[config.mk]
export PLATFORM = sky130hd
export DESIGN_NAME = fraction_reduce_and_add
export DESIGN_NICKNAME = d
export VERILOG_FILES = /design/src/rtl/fra_pkg.sv /design/src/rtl/fraction_reduce_and_add.sv /design/src/rtl/fra_alu.sv
export SDC_FILE = /design/constraint.sdc
export NUM_CORES = 1
export LEC_CHECK = 0
export BUFFER_PORTS_ARGS = -buffer_cell sky130_fd_sc_hd__buf_2
export CORE_UTILIZATION = 55
export CTS_CLUSTER_SIZE = 24
export DETAILED_ROUTE_END_ITERATION = 6
export PLACE_DENSITY = 0.77
export SYNTH_ARGS = -nofsm -noshare
export SYNTH_HDL_FRONTEND = slang
export SYNTH_SLANG_ARGS = --single-unit
[constraint.sdc]
create_clock -name clk_i -period 5.6 [get_ports clk_i]
set_input_delay 0.56 -clock clk_i [delete_from_list [all_inputs] [get_ports clk_i]]
set_output_delay 0.56 -clock clk_i [all_outputs]
set_load 0.03 [all_outputs]
[src/rtl/fra_pkg.sv]
// shared types and constants for the fraction reduce and add unit
package fra_pkg;

  // command codes
  localparam logic CMD_MAKE = 1'b0;
  localparam logic CMD_ADD  = 1'b1;

  // shared adder operation
  typedef enum logic {
    ALU_ADD,
    ALU_SUB
  } alu_op_e;

  // sequencer states
  typedef enum logic [3:0] {
    ST_IDLE,
    ST_STRIP,
    ST_GCD,
    ST_DIVN,
    ST_DIVD,
    ST_MUL1,
    ST_MUL2,
    ST_MUL3,
    ST_DONE
  } st_e;

endpackage

[src/rtl/fraction_reduce_and_add.sv]
// top level of the fraction reduce and add unit: sequencer and datapath
// A request is taken when start_i is high while busy_o is low; busy_o then stays
// high until the single result has been shown. The result stands on num_out_o,
// den_out_o and is_empty_o for exactly one cycle with done_o high, and cannot be
// held off. All arithmetic goes through one 2*VALUE_BITS-bit adder/subtractor,
// one step per cycle. Make runs a binary gcd (common power-of-two strip, then
// shift and subtract steps) and then two restoring divisions, one per term;
// add runs three shift-add multiplies, two for the cross sum and one for the
// denominator product. A request with a non-positive operand among those that
// its command uses gives the empty fraction 0/1 in the cycle right after it is
// taken.
module fraction_reduce_and_add import fra_pkg::*; #(
  parameter int VALUE_BITS = 16
) (
  input  logic                      clk_i,
  input  logic                      rst_ni,
  input  logic                      start_i,
  output logic                      busy_o,
  input  logic                      command_i,
  input  logic [VALUE_BITS-1:0]     num_a_i,
  input  logic [VALUE_BITS-1:0]     den_a_i,
  input  logic [VALUE_BITS-1:0]     num_b_i,
  input  logic [VALUE_BITS-1:0]     den_b_i,
  output logic                      done_o,
  output logic [2*VALUE_BITS-2:0]   num_out_o,
  output logic [2*VALUE_BITS-3:0]   den_out_o,
  output logic                      is_empty_o
);

  localparam int VB = VALUE_BITS;
  localparam int MB = VB - 1;          // magnitude bits of a positive operand
  localparam int W  = 2 * VB;          // datapath width
  localparam int NW = 2 * VB - 1;
  localparam int DW = 2 * VB - 2;
  localparam int CW = $clog2(MB);      // step counter and power-of-two count

  st_e state_q, state_d;

  logic [W-1:0]  x_q, x_d;
  logic [W-1:0]  y_q, y_d;
  logic [W-1:0]  acc_q, acc_d;
  logic [CW-1:0] cnt_q, cnt_d;
  logic [CW-1:0] k_q, k_d;
  logic [MB-1:0] na_q, na_d;
  logic [MB-1:0] da_q, da_d;
  logic [MB-1:0] nb_q, nb_d;
  logic [MB-1:0] db_q, db_d;
  logic [NW-1:0] num_res_q, num_res_d;
  logic [DW-1:0] den_res_q, den_res_d;
  logic          empty_q, empty_d;

  // operand checks
  logic pos_na, pos_da, pos_nb, pos_db;
  logic make_ok, add_ok, last_step;

  assign pos_na = (num_a_i != '0) && !num_a_i[VB-1];
  assign pos_da = (den_a_i != '0) && !den_a_i[VB-1];
  assign pos_nb = (num_b_i != '0) && !num_b_i[VB-1];
  assign pos_db = (den_b_i != '0) && !den_b_i[VB-1];
  assign make_ok = pos_na && pos_da;
  assign add_ok  = pos_na && pos_da && pos_nb && pos_db;
  assign last_step = (cnt_q == CW'(MB - 1));

  // shared adder operand selection
  alu_op_e       alu_op;
  logic [W-1:0]  alu_a, alu_b, alu_res;
  logic          alu_carry;
  logic [W-1:0]  div_t;
  logic [MB-1:0] quo_next;

  assign div_t = {acc_q[W-2:0], x_q[MB-1]};
  assign quo_next = {x_q[MB-2:0], alu_carry};

  always_comb begin
    alu_op = ALU_SUB;
    alu_a  = x_q;
    alu_b  = y_q;
    case (state_q)
      ST_DIVN, ST_DIVD: begin
        alu_a = div_t;
        alu_b = y_q;
      end
      ST_MUL1, ST_MUL2, ST_MUL3: begin
        alu_op = ALU_ADD;
        alu_a  = acc_q;
        alu_b  = y_q[0] ? x_q : '0;
      end
      default: begin
        alu_op = ALU_SUB;
      end
    endcase
  end

  fra_alu #(
    .W (W)
  ) u_alu (
    .op_i    (alu_op),
    .a_i     (alu_a),
    .b_i     (alu_b),
    .res_o   (alu_res),
    .carry_o (alu_carry)
  );

  // next state
  always_comb begin
    state_d = state_q;
    case (state_q)
      ST_IDLE: begin
        if (start_i) begin
          if (command_i == CMD_MAKE) begin
            state_d = make_ok ? ST_STRIP : ST_DONE;
          end else begin
            state_d = add_ok ? ST_MUL1 : ST_DONE;
          end
        end
      end
      ST_STRIP: begin
        if (x_q[0] || y_q[0]) state_d = ST_GCD;
      end
      ST_GCD: begin
        if (x_q == '0) state_d = ST_DIVN;
      end
      ST_DIVN: if (last_step) state_d = ST_DIVD;
      ST_DIVD: if (last_step) state_d = ST_DONE;
      ST_MUL1: if (last_step) state_d = ST_MUL2;
      ST_MUL2: if (last_step) state_d = ST_MUL3;
      ST_MUL3: if (last_step) state_d = ST_DONE;
      ST_DONE: state_d = ST_IDLE;
      default: state_d = ST_IDLE;
    endcase
  end

  // datapath updates per state
  always_comb begin
    x_d       = x_q;
    y_d       = y_q;
    acc_d     = acc_q;
    cnt_d     = cnt_q;
    k_d       = k_q;
    na_d      = na_q;
    da_d      = da_q;
    nb_d      = nb_q;
    db_d      = db_q;
    num_res_d = num_res_q;
    den_res_d = den_res_q;
    empty_d   = empty_q;
    case (state_q)
      ST_IDLE: begin
        if (start_i) begin
          na_d      = num_a_i[MB-1:0];
          da_d      = den_a_i[MB-1:0];
          nb_d      = num_b_i[MB-1:0];
          db_d      = den_b_i[MB-1:0];
          k_d       = '0;
          cnt_d     = '0;
          acc_d     = '0;
          num_res_d = '0;
          den_res_d = DW'(1);
          empty_d   = 1'b1;
          if (command_i == CMD_MAKE) begin
            x_d = W'(num_a_i[MB-1:0]);
            y_d = W'(den_a_i[MB-1:0]);
          end else begin
            x_d = W'(num_a_i[MB-1:0]);
            y_d = W'(den_b_i[MB-1:0]);
          end
        end
      end
      ST_STRIP: begin
        // drop common factors of two
        if (!(x_q[0] || y_q[0])) begin
          x_d = x_q >> 1;
          y_d = y_q >> 1;
          k_d = k_q + CW'(1);
        end
      end
      ST_GCD: begin
        if (x_q == '0) begin
          // gcd is the odd part times the stripped power of two
          y_d   = y_q << k_q;
          x_d   = W'(na_q);
          acc_d = '0;
          cnt_d = '0;
        end else if (!x_q[0]) begin
          x_d = x_q >> 1;
        end else if (!y_q[0]) begin
          y_d = y_q >> 1;
        end else if (alu_carry) begin
          x_d = alu_res;
        end else begin
          x_d = y_q;
          y_d = x_q;
        end
      end
      ST_DIVN, ST_DIVD: begin
        // restoring division step
        acc_d = alu_carry ? alu_res : div_t;
        x_d   = {x_q[W-2:0], alu_carry};
        cnt_d = cnt_q + CW'(1);
        if (last_step) begin
          cnt_d = '0;
          if (state_q == ST_DIVN) begin
            num_res_d = NW'(quo_next);
            x_d       = W'(da_q);
            acc_d     = '0;
          end else begin
            den_res_d = DW'(quo_next);
            empty_d   = 1'b0;
          end
        end
      end
      ST_MUL1, ST_MUL2, ST_MUL3: begin
        // shift-add multiply step
        acc_d = alu_res;
        x_d   = x_q << 1;
        y_d   = y_q >> 1;
        cnt_d = cnt_q + CW'(1);
        if (last_step) begin
          cnt_d = '0;
          case (state_q)
            ST_MUL1: begin
              x_d = W'(da_q);
              y_d = W'(nb_q);
            end
            ST_MUL2: begin
              num_res_d = alu_res[NW-1:0];
              acc_d     = '0;
              x_d       = W'(da_q);
              y_d       = W'(db_q);
            end
            default: begin
              den_res_d = alu_res[DW-1:0];
              empty_d   = 1'b0;
            end
          endcase
        end
      end
      default: begin
        cnt_d = cnt_q;
      end
    endcase
  end

  // control registers
  always_ff @(posedge clk_i or negedge rst_ni) begin
    if (!rst_ni) begin
      state_q <= ST_IDLE;
      cnt_q   <= '0;
      k_q     <= '0;
    end else begin
      state_q <= state_d;
      cnt_q   <= cnt_d;
      k_q     <= k_d;
    end
  end

  // payload registers
  always_ff @(posedge clk_i) begin
    x_q       <= x_d;
    y_q       <= y_d;
    acc_q     <= acc_d;
    na_q      <= na_d;
    da_q      <= da_d;
    nb_q      <= nb_d;
    db_q      <= db_d;
    num_res_q <= num_res_d;
    den_res_q <= den_res_d;
    empty_q   <= empty_d;
  end

  // handshake and result ports
  assign busy_o     = (state_q != ST_IDLE);
  assign done_o     = (state_q == ST_DONE);
  assign num_out_o  = num_res_q;
  assign den_out_o  = den_res_q;
  assign is_empty_o = empty_q;

`ifndef SYNTHESIS
  // an empty result is exactly 0/1
  a_empty_form: assert property (@(posedge clk_i) disable iff (!rst_ni)
    done_o && is_empty_o |-> (num_out_o == '0) && (den_out_o == DW'(1)))
    else $error("empty result is not 0/1");

  // a real result has nonzero numerator and denominator
  a_valid_form: assert property (@(posedge clk_i) disable iff (!rst_ni)
    done_o && !is_empty_o |-> (num_out_o != '0) && (den_out_o != '0))
    else $error("non-empty result has a zero part");

  // one strobe per request, then back to idle
  a_single_strobe: assert property (@(posedge clk_i) disable iff (!rst_ni)
    done_o |=> !done_o && !busy_o)
    else $error("result strobe longer than one cycle");

  // a taken request makes the unit busy
  a_busy_after_start: assert property (@(posedge clk_i) disable iff (!rst_ni)
    start_i && !busy_o |=> busy_o)
    else $error("request taken but unit not busy");
`endif

endmodule

[src/rtl/fra_alu.sv]
// shared add and subtract unit with carry out
module fra_alu import fra_pkg::*; #(
  parameter int W = 32
) (
  input  alu_op_e        op_i,
  input  logic [W-1:0]   a_i,
  input  logic [W-1:0]   b_i,
  output logic [W-1:0]   res_o,
  output logic           carry_o
);

  logic [W:0]   sum;
  logic [W-1:0] b_eff;

  // subtract as a plus inverted b plus one; carry set means no borrow
  always_comb begin
    b_eff = (op_i == ALU_SUB) ? ~b_i : b_i;
    sum   = {1'b0, a_i} + {1'b0, b_eff} + {{W{1'b0}}, (op_i == ALU_SUB)};
  end

  assign res_o   = sum[W-1:0];
  assign carry_o = sum[W];

endmodule

Word-level counts from Yosys, hierarchy flattened
Cells that the tools add are included. Widths: inputs -> output; s select.

Word-level logic and storage cells: 157. Input port bits: 68. Output and inout bits: 64. Bits in registers: 230.

Multiplexer cells: 69. Equal/unequal tests: 26. Add/subtract/negate cells: 4. Bitwise operators: 1. Shift-type cells: 1. Reduce and logical (&&, ||, !) cells: 41.

Operators by type and width (number): $mux 32 (26); $pmux 32 s4 (2); $mux 31 (6); $pmux 32 s5 (1); $mux 30 (5); $pmux 31 s3 (1); $pmux 30 s3 (1); $pmux 32 s2 (1); $reduce_bool 16->1 (4); $pmux 31 s2 (1); $mux 4 (14); $add 32x32->33 (1); $add 33x1->33 (1); $logic_not 32->1 (1); $not 32->32 (1); $shl 32x4->32 (1); $pmux 4 s7 (1); $ne 2x2->1 const B (13); $eq 4x3->1 const B (4); $mux 15 (1); $pmux 4 s3 (1); $reduce_and 3->1 (4); $reduce_and 6->1 (2); $reduce_bool 4->1 (3); 24 further kinds (46).

Depth between registers and ports, before layout
Gate-level depths: netlist of the first run.

Depth in word-level cells: 12. Gate-level depth with buffers: 22. Mapped depth without buffers: 16.

Cells and area by module
A second synthesis of the first run with hierarchy kept.

Cell total of the unflattened synthesis: 1446. Area, all modules: 15309.7 µm².

Modules (own cells, without submodules): fraction_reduce_and_add (area an instance 13203.9 µm², cells each 1145, seq. area each 6846.6 µm², instances 1); fra_alu (area an instance 2105.8 µm², cells each 301, seq. area each 0.0 µm², instances 1).

Worst setup path after synthesis of the first run
No wires, ideal clock.

Path type: register to register. Start point: register state_q[2]. End point: register y_q[10], enable pin. Setup time: 0.428 ns. Data arrival time: 5.992 ns. Stages on the path, launching flop included: 9. Clock period less this slack: 6.420 ns. Data required time: 5.172 ns. Slack: -0.820 ns. Path through: dfrtp_1 -> buf_2 -> clkbuf_1 -> nor2_1 -> nand2_1 -> nor2_1 -> nor2_1 -> a32oi_1 -> a21boi_1.

Word-level cells in the longest chain between the ends: 9. Elaborated cells between the ends (all ways): 23. Those cells by class: add/sub (2); eq/ne (11); mux (4); bitwise (1); reduce/logical (5).

RTL lines: from (decl) (RTL line fraction_reduce_and_add.sv:37) `st_e state_q, state_d;`; from (signal assigned) (RTL line fraction_reduce_and_add.sv:251) `state_q <= state_d;`; $eq 4x3->1 (RTL line fraction_reduce_and_add.sv:78, fraction_reduce_and_add.sv:147); $reduce_or 3->1 (RTL line fraction_reduce_and_add.sv:78, fraction_reduce_and_add.sv:147); $mux 32 (RTL line fraction_reduce_and_add.sv:78) `case (state_q)`; $not 32->32 (RTL line fra_alu.sv:17) `b_eff = (op_i == ALU_SUB) ? ~b_i : b_i;`; $mux 32 (RTL line fra_alu.sv:17); $add 32x32->33 (RTL line fra_alu.sv:18) `sum = {1'b0, a_i} + {1'b0, b_eff} + {{W{1'b0}}, (op_i == ALU_SUB)};`; $add 33x1->33 (RTL line fra_alu.sv:18); $ne 4x4->1 (no line); $reduce_and 5->1 (no line) *; to (signal assigned) (RTL line fraction_reduce_and_add.sv:260) `y_q <= y_d;`; to (decl) (RTL line fraction_reduce_and_add.sv:40) `logic [W-1:0] y_q, y_d;`.

Mark *: on every way between the ends. The rest lies on a longest branch, timed or not. A chain may end at the register's enable or synchronous reset.

Worst setup path after layout of the first run
Start point: register state_q[2]. End point: register acc_q[2] (data pin).

Word-level cells in the longest chain between the ends: 11. Elaborated cells between the ends (all ways): 22. Those cells by class: add/sub (2); eq/ne (6); mux (10); bitwise (1); reduce/logical (3).

RTL lines: $eq 4x3->1, on equally long branches (RTL line fraction_reduce_and_add.sv:78, fraction_reduce_and_add.sv:147, fraction_reduce_and_add.sv:220); $reduce_or 3->1 (RTL line fraction_reduce_and_add.sv:78, fraction_reduce_and_add.sv:147); $mux 32 (RTL line fraction_reduce_and_add.sv:78); $not 32->32 (RTL line fra_alu.sv:17); $mux 32 (RTL line fra_alu.sv:17); $add 32x32->33 (RTL line fra_alu.sv:18); $add 33x1->33 (RTL line fra_alu.sv:18); $mux 32 (RTL line fraction_reduce_and_add.sv:197) `acc_d = alu_carry ? alu_res : div_t;`; $mux 32 (RTL line fraction_reduce_and_add.sv:202) `if (state_q == ST_DIVN) begin`; $mux 32 (RTL line fraction_reduce_and_add.sv:200) `if (last_step) begin`; $pmux 32 s4 * (RTL line fraction_reduce_and_add.sv:147) `case (state_q)`; via acc_d[2] (RTL line fraction_reduce_and_add.sv:41) `logic [W-1:0] acc_q, acc_d;`; to (signal assigned) (RTL line fraction_reduce_and_add.sv:261) `acc_q <= acc_d;`; to (decl) (RTL line fraction_reduce_and_add.sv:41).

The timed path passes the listed nets; every way through them passes the cells marked *.

==> impl_metrics.tcl, run 1 <==
set metrics [dict create \
    cp_max_fo 20 \
    fin_setup_tns_ns 0 \
    syn_area_um2 14900 \
    hold_path.class "primary input to register" \
    seq_area_frac_synth 0.459 \
    setup_viol 0 \
    worstMarginPinSlew_ns 1.23 \
    cts_tree "done" \
    synth_compound_area_frac 0.257 \
    regToRegStartpoint "state_q[2]" \
    hold_viol_final 0 \
    maxCapViolCount 0 \
    ys_warn_count 0 \
    drive_above_1_share 0.167 \
    grt_pass1_wl_um 74000 \
    routed_via_density 7.05 \
    initial_core_util 0.566 \
    synth-seq-cells 230 \
    crit_cells 14 \
    gp_congestion 0.994 \
    synthXorXnorAreaFrac 0.0188 \
    violations "DRC" \
    seq_area_um2 6850 \
    root_buffer "clkbuf_16" \
    syn_inst 1510 \
    multi_input_area_um2 7420 \
    status "finished with violations" \
    critical_path_class "register to register" \
    fin_ws_ns 0.277 \
    cpLargestDelayFamily "compound AO/OA/AOI/OAI gates" \
    synth_fa_ha_area_frac 0.0290 \
    htreeDepth 1 \
    grt_start_max_net_pins 63 \
    period_share 0.951 \
    ff2ff_path_depth 14 \
    fillCellCount 2123 \
    crit_path_start "state_q[2]" \
    utilization 0.630 \
    finalClockSkew_ns 0.0317 \
    critPathLaunchType "register" \
    rsz0062_at_grt "false" \
    vias 13600 \
    core-area_um2 26400 \
    maxSlewViolCount 0 \
    synth_area_leader_cell "edfxtp_1" \
    async_flop_share 0.0522 \
    final_antenna_net_count 0 \
    drt_iter0_markers 2021 \
    first_global_vias 12900 \
    wirelength_um 48000 \
    placed_area_um2 15800 \
    clock_latency_ns 0.56 \
    cts.clk_slew.worst_paths_ns 0.06 \
    clk_path_buf_depth 3 \
    syn_to_final_growth_pct 11.3 \
    antenna_cells 0 \
    synth_top_family_by_area "compound AO/OA/AOI/OAI gates" \
    antenna_found_initial 0 \
    syn-num-nets 1612 \
    finalCriticalPeriod_ns 5.32 \
    cpMostUsedCell "nor2_1" \
    ys.flop_type "edfxtp_1" \
    synth_area_leaders "edfxtp_1 44%, a21oi_1 6.0%, mux2i_1 5.0%" \
    crit_path_end "acc_q[2]" \
    ys_types 84 \
    die_x_um 167 \
    r2r_end "acc_q[2]" \
    final_cell_mix "218 x edfxtp_1, 177 x a21oi_1, 143 x nand2_1" \
    drc 46 \
    path_buf_inv 1 \
    dpl.hpwl_um 33900 \
    synth_area_per_cell_um2 9.88 \
    final_common_cell "edfxtp_1" \
    cts_inserted_buffers 26 \
    synth-edff-count 218 \
    fmax_mhz 188 \
    cts_sinks 230 \
    grt_usage 0.342 \
    wl_per_cell_um 24.8 \
    endpoint_kind "register" \
    crit_required_ns 6.00 \
    die_h_um 167 \
    synth_top_cell_area_share 0.439 \
    grt_overflow 0 \
    synth-simple-area-share 0.116 \
    rrSetupSlack_ns 0.28 \
    drt-pass1-iter-count 7 \
    relSlewSlack 0.177 \
    die-area_um2 27800 \
    port_buffers 131 \
    cpPeakStageDelay_ns 0.85 \
    fin_nets 1681 \
    cp.arrival_ns 5.73 \
    num_rows 59 \
    cts_setup_buffers 0 \
    crit_chain "nand2b_1, or2_2, buf_4, a31oi_4, nor2_1, fa_1, a211oi_2, o211ai_1, a221oi_2, a21oi_2, o211ai_4, a21oi_4, nor2_1, a22o_1" \
    ioPinCount 132 \
    pre_cts_ws_ns 0.502 \
    synthMuxAreaShare 0.0730 \
    stdcell_area_um2 16600 \
    slowest_stage "nor2_1" \
]
[stage by stage]
| stage | std cells | hold WS (ns) |
|---|---|---|
| after floorplan | 1510 | 0.264 |
| after CTS | 1931 | 0.184 |
| final | 1931 | 0.192 |
| after detailed placement | 1885 | 0.454 |
| after global routing | 1931 | 0.193 |
| after global placement | 1885 | 0.456 |
[worst min-delay path by stage]
stage	startpoint	endpoint	cells past startpoint
final	num_b_i[13]	nb_q[13]	1
after global routing	num_b_i[14]	nb_q[14]	1
after CTS	num_b_i[13]	nb_q[13]	1
after detailed placement	rst_ni	cnt_q[1]	1
after global placement	rst_ni	cnt_q[0]	1
after floorplan	rst_ni	cnt_q[0]	0
[sequential cells by signal (all words and copies together), names as in the netlist, 30 cells and up]
| name | flops |
|---|---|
| acc_q | 32 |
| x_q | 32 |
| y_q | 32 |
| num_out_o | 31 |
| den_out_o | 30 |
[cell families after synthesis]
family,after synthesis
compound gates,570
simple gates,373
flops,230
buf+inv,174
mux,97
fa+ha+maj,34
xor+xnor,32
[repair_timing]
action                    CTS  global route
hold endpoints to repair   12             0
resized for setup           0             0
hold buffers                1             0
[synthesized netlist by cell type, drive strengths merged (12+ instances only)]
cell type,n
a222oi,38
xor2,16
inv,46
nor2,100
xnor2,16
a21o,16
mux2,15
ha,33
a31oi,19
nor4,23
o22ai,16
nand2,143
a22o,36
mux2i,74
nand3,17
dfrtp,12
edfxtp,218
a21oi,181
buf,43
nor3,27
a221o,19
o31ai,12
clkbuf,83
o21ai,120
a22oi,29
and2,12
o211ai,22
[routing by layer]
layer	part of all wire	up-vias	routed length (µm)	track usage
li1	-	5985	-	-
met1	0.38	6413	18000	0.448
met2	0.45	976	21700	0.544
met3	0.11	233	5170	0.0506
met4	0.065	0	3110	0.196
met5	0	-	0	0
[worst reg2reg max path, stage by stage (launching register included)]
cell and delay, ns:
dfrtp_1 0.73, nand2b_1 0.22, or2_2 0.35, buf_4 0.20, a31oi_4 0.29, nor2_1 0.16
fa_1 0.51, a211oi_2 0.26, o211ai_1 0.18, a221oi_2 0.48, a21oi_2 0.17, o211ai_4 0.24
a21oi_4 0.23, nor2_1 0.86, a22o_1 0.28
[final cells by class]
type | instances | share of cell area
clock inverter | 16 | 0.00768
tap | 335 | 0.0252
timing repair buffer | 167 | 0.0574
multi-input combinational | 1106 | 0.447
sequential | 230 | 0.412
inverter | 48 | 0.0108
clock buffer | 29 | 0.0398
Power of run 1 is left out: the tool's default activity adds up to more than one toggle a clock period on the data nets, which glitch-free logic cannot reach.
==> run 2: changes to the inputs <==
--- a/config.mk
+++ b/config.mk
@@ -6,10 +6,14 @@
 export NUM_CORES = 1
 export LEC_CHECK = 0
 export BUFFER_PORTS_ARGS = -buffer_cell sky130_fd_sc_hd__buf_2
-export CORE_UTILIZATION = 55
+export CAP_MARGIN = 20
+export CELL_PAD_IN_SITES_DETAIL_PLACEMENT = 1
+export CELL_PAD_IN_SITES_GLOBAL_PLACEMENT = 1
+export CORE_UTILIZATION = 43
 export CTS_CLUSTER_SIZE = 24
 export DETAILED_ROUTE_END_ITERATION = 6
-export PLACE_DENSITY = 0.77
+export GPL_ROUTABILITY_DRIVEN = 0
+export PLACE_DENSITY_LB_ADDON = 0.1
 export SYNTH_ARGS = -nofsm -noshare
 export SYNTH_HDL_FRONTEND = slang
 export SYNTH_SLANG_ARGS = --single-unit
==> run 2 against run 1 <==
Setup slack improved by 0.12 ns; clock skew shrank 0.0081 ns; core utilization fell by 13 points; the flow now finishes without violations; non-clock buffer count increased by 9; maximum frequency up 2.3%.
==> impl_metrics.tcl, run 2 (synthesized netlist as in run 1, its figures left out) <==
set metrics [dict create \
    status "completed" \
    cts.clk_slew.worst_paths_ns 0.06 \
    grt_pass1_wl_um 84800 \
    grt_start_max_net_pins 63 \
    crit_cells 15 \
    setup_viol 0 \
    port_buffers 131 \
    grt_overflow 0 \
    crit_path_end "acc_q[30]" \
    wl_per_cell_um 27.1 \
    cp.arrival_ns 5.64 \
    antenna_found_initial 0 \
    die-area_um2 35400 \
    rsz0062_at_grt "false" \
    clk_path_buf_depth 3 \
    die_h_um 188 \
    root_buffer "clkbuf_16" \
    hold_path.class "primary input to register" \
    crit_required_ns 6.04 \
    relSlewSlack 0.223 \
    crit_chain "nor2_2, or2_2, clkinv_1, buf_12, a222oi_1, inv_1, ha_1, a21oi_1, nand2_1, a221oi_2, a21oi_2, o211ai_4, a21oi_4, nor2_1, a22o_1" \
    grt_usage 0.311 \
    maxSlewViolCount 0 \
    final_antenna_net_count 0 \
    drive_above_1_share 0.172 \
    fin_nets 1692 \
    largest_registers "acc_q (32), x_q (32), y_q (32)" \
    path_buf_inv 3 \
    ioPinCount 132 \
    cts_resized 0 \
    cp_max_fo 38 \
    fin_setup_tns_ns 0 \
    critical_path_class "register to register" \
    rrSetupSlack_ns 0.40 \
    drt_iter0_markers 1570 \
    cpPeakStageDelay_ns 0.92 \
    vias 13600 \
    dpl.hpwl_um 40300 \
    regToRegStartpoint "state_q[0]" \
    cts_tree "done" \
    drt-pass1-iter-count 7 \
    maxCapViolCount 0 \
    core-area_um2 33900 \
    worstMarginPinSlew_ns 1.16 \
    cts_inserted_buffers 28 \
    endpoint_kind "register" \
    routed_via_density 6.59 \
    wirelength_um 55900 \
    clock_latency_ns 0.58 \
    antenna_cells 0 \
    num_rows 67 \
    drc 0 \
    r2r_end "acc_q[30]" \
    ff2ff_path_depth 15 \
    initial_core_util 0.441 \
    fmax_mhz 192 \
    crit_path_start "state_q[0]" \
    cts_sinks 230 \
    critPathLaunchType "register" \
    slowest_stage "nor2_1" \
    cpLargestDelayFamily "compound AO/OA/AOI/OAI gates" \
    die_x_um 188 \
    first_global_vias 13600 \
    hold_viol_final 0 \
    syn_to_final_growth_pct 13.3 \
    htreeDepth 1 \
    period_share 0.929 \
    finalClockSkew_ns 0.0236 \
    final_cell_mix "218 x edfxtp_1, 177 x a21oi_1, 143 x nand2_1" \
    finalCriticalPeriod_ns 5.20 \
    final_common_cell "edfxtp_1" \
]
-- run 2: cell type report --
cell class | instances | area, µm²
multi-input combinational | 1106 | 7420
fill | 3839 | 17000
clock buffer | 33 | 719
sequential | 230 | 6850
inverter | 48 | 180
clock inverter | 19 | 149
timing repair buffer | 176 | 1030
tap | 448 | 561
-- run 2: worst min-delay path by stage --
stage,cells after the start,slack [ns],startpoint,endpoint
after detailed placement,1,0.48,rst_ni,cnt_q[2]
after global placement,1,0.47,rst_ni,cnt_q[2]
after floorplan,0,0.26,rst_ni,cnt_q[0]
final,1,0.17,num_b_i[2],nb_q[2]
after CTS,1,0.15,num_b_i[2],nb_q[2]
after global routing,1,0.16,num_b_i[2],nb_q[2]
-- run 2: per-stage QoR --
step / instance area, µm² / setup WS [ns] / util / std cells / hold WS [ns]
after floorplan: 14900 / 0.0348 / - / 1510 / 0.264
after global placement: 16000 / 0.710 / 0.472 / 2004 / 0.474
after detailed placement: 16000 / 0.585 / 0.473 / 2006 / 0.481
after CTS: 16900 / 0.533 / 0.499 / 2059 / 0.152
after global routing: 16900 / 0.113 / 0.499 / 2060 / 0.164
final: 16900 / 0.399 / 0.499 / 2060 / 0.171
-- run 2: metal layers --
layer	share of wire	wire (µm)	GRT usage
met1	0.42	23700	0.427
met5	0	0	0
met3	0.069	3880	0.0361
met2	0.46	25600	0.497
met4	0.049	2740	0.134
-- run 2: timing repair --
action                                  CTS  global route
endpoints found under the setup margin    0             0
setup buffers                             0             0
hold buffers                              1             0
endpoints found under the hold margin    12             0
Power of run 2 is left out for the same reason.
==> run 3: changes to the inputs <==
--- a/config.mk
+++ b/config.mk
@@ -9,7 +9,7 @@
 export CAP_MARGIN = 20
 export CELL_PAD_IN_SITES_DETAIL_PLACEMENT = 1
 export CELL_PAD_IN_SITES_GLOBAL_PLACEMENT = 1
-export CORE_UTILIZATION = 43
+export CORE_UTILIZATION = 48
 export CTS_CLUSTER_SIZE = 24
 export DETAILED_ROUTE_END_ITERATION = 6
 export GPL_ROUTABILITY_DRIVEN = 0
==> constraint.sdc (replaced) <==
create_clock -name clk_i -period 5.25 [get_ports clk_i]
set_input_delay 0.525 -clock clk_i [delete_from_list [all_inputs] [get_ports clk_i]]
set_output_delay 0.525 -clock clk_i [all_outputs]
set_load 0.03 [all_outputs]
==> run 3 against run 2 <==
The flow now finishes with violations (DRC); sequential share of layout area shrank 0.17 points; worst hold slack lost 0.013 ns; clock-buffer cell count shrank 1; setup slack lost 0.20 ns; design area grew 0.42%; global-route usage grew 4.0 points; core utilization grew 5.6 points; routed wire length is essentially flat; first-iteration DRC count grew 6.1%; cell count shrank 2.2%; maximum frequency grew 3.0%; critical path type unchanged; critical endpoint is now x_q[26].
==> impl_metrics.tcl, run 3 (synthesized netlist as in run 1, its figures left out) <==
set metrics [dict create \
    die-area_um2 31800 \
    crit_path_start "state_q[0]" \
    rsz0062_at_grt "true" \
    grt_overflow 0 \
    wirelength_um 55900 \
    cp.arrival_ns 5.33 \
    crit_chain "buf_4, mux2i_1, nor2_4, a222oi_1, inv_1, fa_1, a211oi_2, o21ai_0, a221oi_2, o31ai_1, a21oi_1, o21ai_0, xnor2_1, o21ai_0" \
    cpLargestDelayFamily "compound AO/OA/AOI/OAI gates" \
    fin_nets 1702 \
    fin_setup_tns_ns 0 \
    drive_above_1_share 0.179 \
    drc 8 \
    worstMarginPinSlew_ns 1.06 \
    grt_pass1_wl_um 83900 \
    grt_usage 0.351 \
    wl_per_cell_um 27.8 \
    hold_viol_final 0 \
    maxSlewViolCount 0 \
    drt-pass1-iter-count 7 \
    regToRegStartpoint "state_q[0]" \
    clk_path_buf_depth 3 \
    antenna_cells 0 \
    critPathLaunchType "register" \
    die_h_um 178 \
    syn_to_final_growth_pct 13.8 \
    multi_input_area_um2 7430 \
    core-area_um2 30600 \
    seq_area_um2 6850 \
    cp_max_fo 18 \
    endpoint_kind "register" \
    grt_start_max_net_pins 61 \
    slowest_stage "mux2i_1" \
    antenna_found_initial 0 \
    htreeDepth 1 \
    clock_latency_ns 0.56 \
    crit_required_ns 5.52 \
    routed_via_density 6.83 \
    rrSetupSlack_ns 0.20 \
    final_common_cell "edfxtp_1" \
    cts_tree "done" \
    crit_path_end "x_q[26]" \
    crit_cells 14 \
    r2r_end "x_q[26]" \
    fillCellCount 3416 \
    die_x_um 178 \
    vias 13800 \
    ioPinCount 132 \
    first_global_vias 13800 \
    cpPeakStageDelay_ns 0.56 \
    root_buffer "clkbuf_16" \
    critical_path_class "register to register" \
    cts.clk_slew.worst_paths_ns 0.07 \
    status "finished with violations" \
    ff2ff_path_depth 14 \
    final_antenna_net_count 0 \
    period_share 0.962 \
    finalClockSkew_ns 0.0187 \
    initial_core_util 0.488 \
    maxCapViolCount 0 \
    final_cell_mix "218 x edfxtp_1, 176 x a21oi_1, 143 x nand2_1" \
    cts_inserted_buffers 26 \
    cpMostUsedCell "o21ai_0" \
    relSlewSlack 0.290 \
    cts_sinks 230 \
    finalCriticalPeriod_ns 5.05 \
    setup_viol 0 \
    drt_iter0_markers 1666 \
    path_buf_inv 2 \
    largest_registers "acc_q (32), x_q (32), y_q (32)" \
    violations "DRC" \
    fmax_mhz 198 \
    hold_path.class "primary input to register" \
    dpl.hpwl_um 40300 \
    utilization 0.555 \
    port_buffers 131 \
    num_rows 64 \
]
==> run 3: worst register-to-register path: stages, from the launching register on <==
cell and delay [ns]:
dfrtp_1 0.46, buf_4 0.24, mux2i_1 0.56, nor2_4 0.24, a222oi_1 0.32, inv_1 0.13
fa_1 0.45, a211oi_2 0.28, o21ai_0 0.22, a221oi_2 0.45, o31ai_1 0.19, a21oi_1 0.40
o21ai_0 0.17, xnor2_1 0.46, o21ai_0 0.18
==> run 3: stage by stage <==
stage          cells  instance area, µm²  setup slack [ns]  hold slack (ns)
3_5_place_dp    1962               16000             0.424            0.440
2_1_floorplan   1510               14900             0.244            0.229
4_1_cts         2010               16900             0.355            0.142
6_report        2015               17000             0.198            0.157
5_1_grt         2015               17000           0.00449            0.158
3_3_place_gp    1962               16000             0.569            0.433
==> run 3: metal layers <==
| layer | track usage | part of all wire |
|---|---|---|
| met5 | 0 | 0 |
| met3 | 0.0409 | 0.077 |
| met2 | 0.579 | 0.47 |
| met4 | 0.185 | 0.058 |
| met1 | 0.452 | 0.39 |
==> run 3: repair_timing <==
action	4_1_cts	5_1_grt
setup buffers	0	2
hold endpoints to repair	12	0
endpoints found under the setup margin	0	12
resized for setup	0	3
hold buffers	1	0
==> run 3: area by class of cell <==
class	instances	area share
Timing Repair Buffer	186	0.0645
Clock inverter	15	0.0133
Tap cell	396	0.0292
Sequential cell	230	0.403
Inverter	48	0.0108
Clock buffer	32	0.0409
Timing Repair inverter	1	0.000295
Multi-Input combinational cell	1107	0.438
==> run 3: worst min-delay path by stage <==
stage	from	to	depth (start not counted)
after floorplan	rst_ni	cnt_q[0]	0
after global placement	rst_ni	cnt_q[0]	1
after detailed placement	rst_ni	cnt_q[0]	1
after CTS	num_b_i[9]	nb_q[9]	1
after global routing	num_b_i[12]	nb_q[12]	1
final	num_b_i[0]	nb_q[0]	1
Power of run 3 is left out for the same reason.
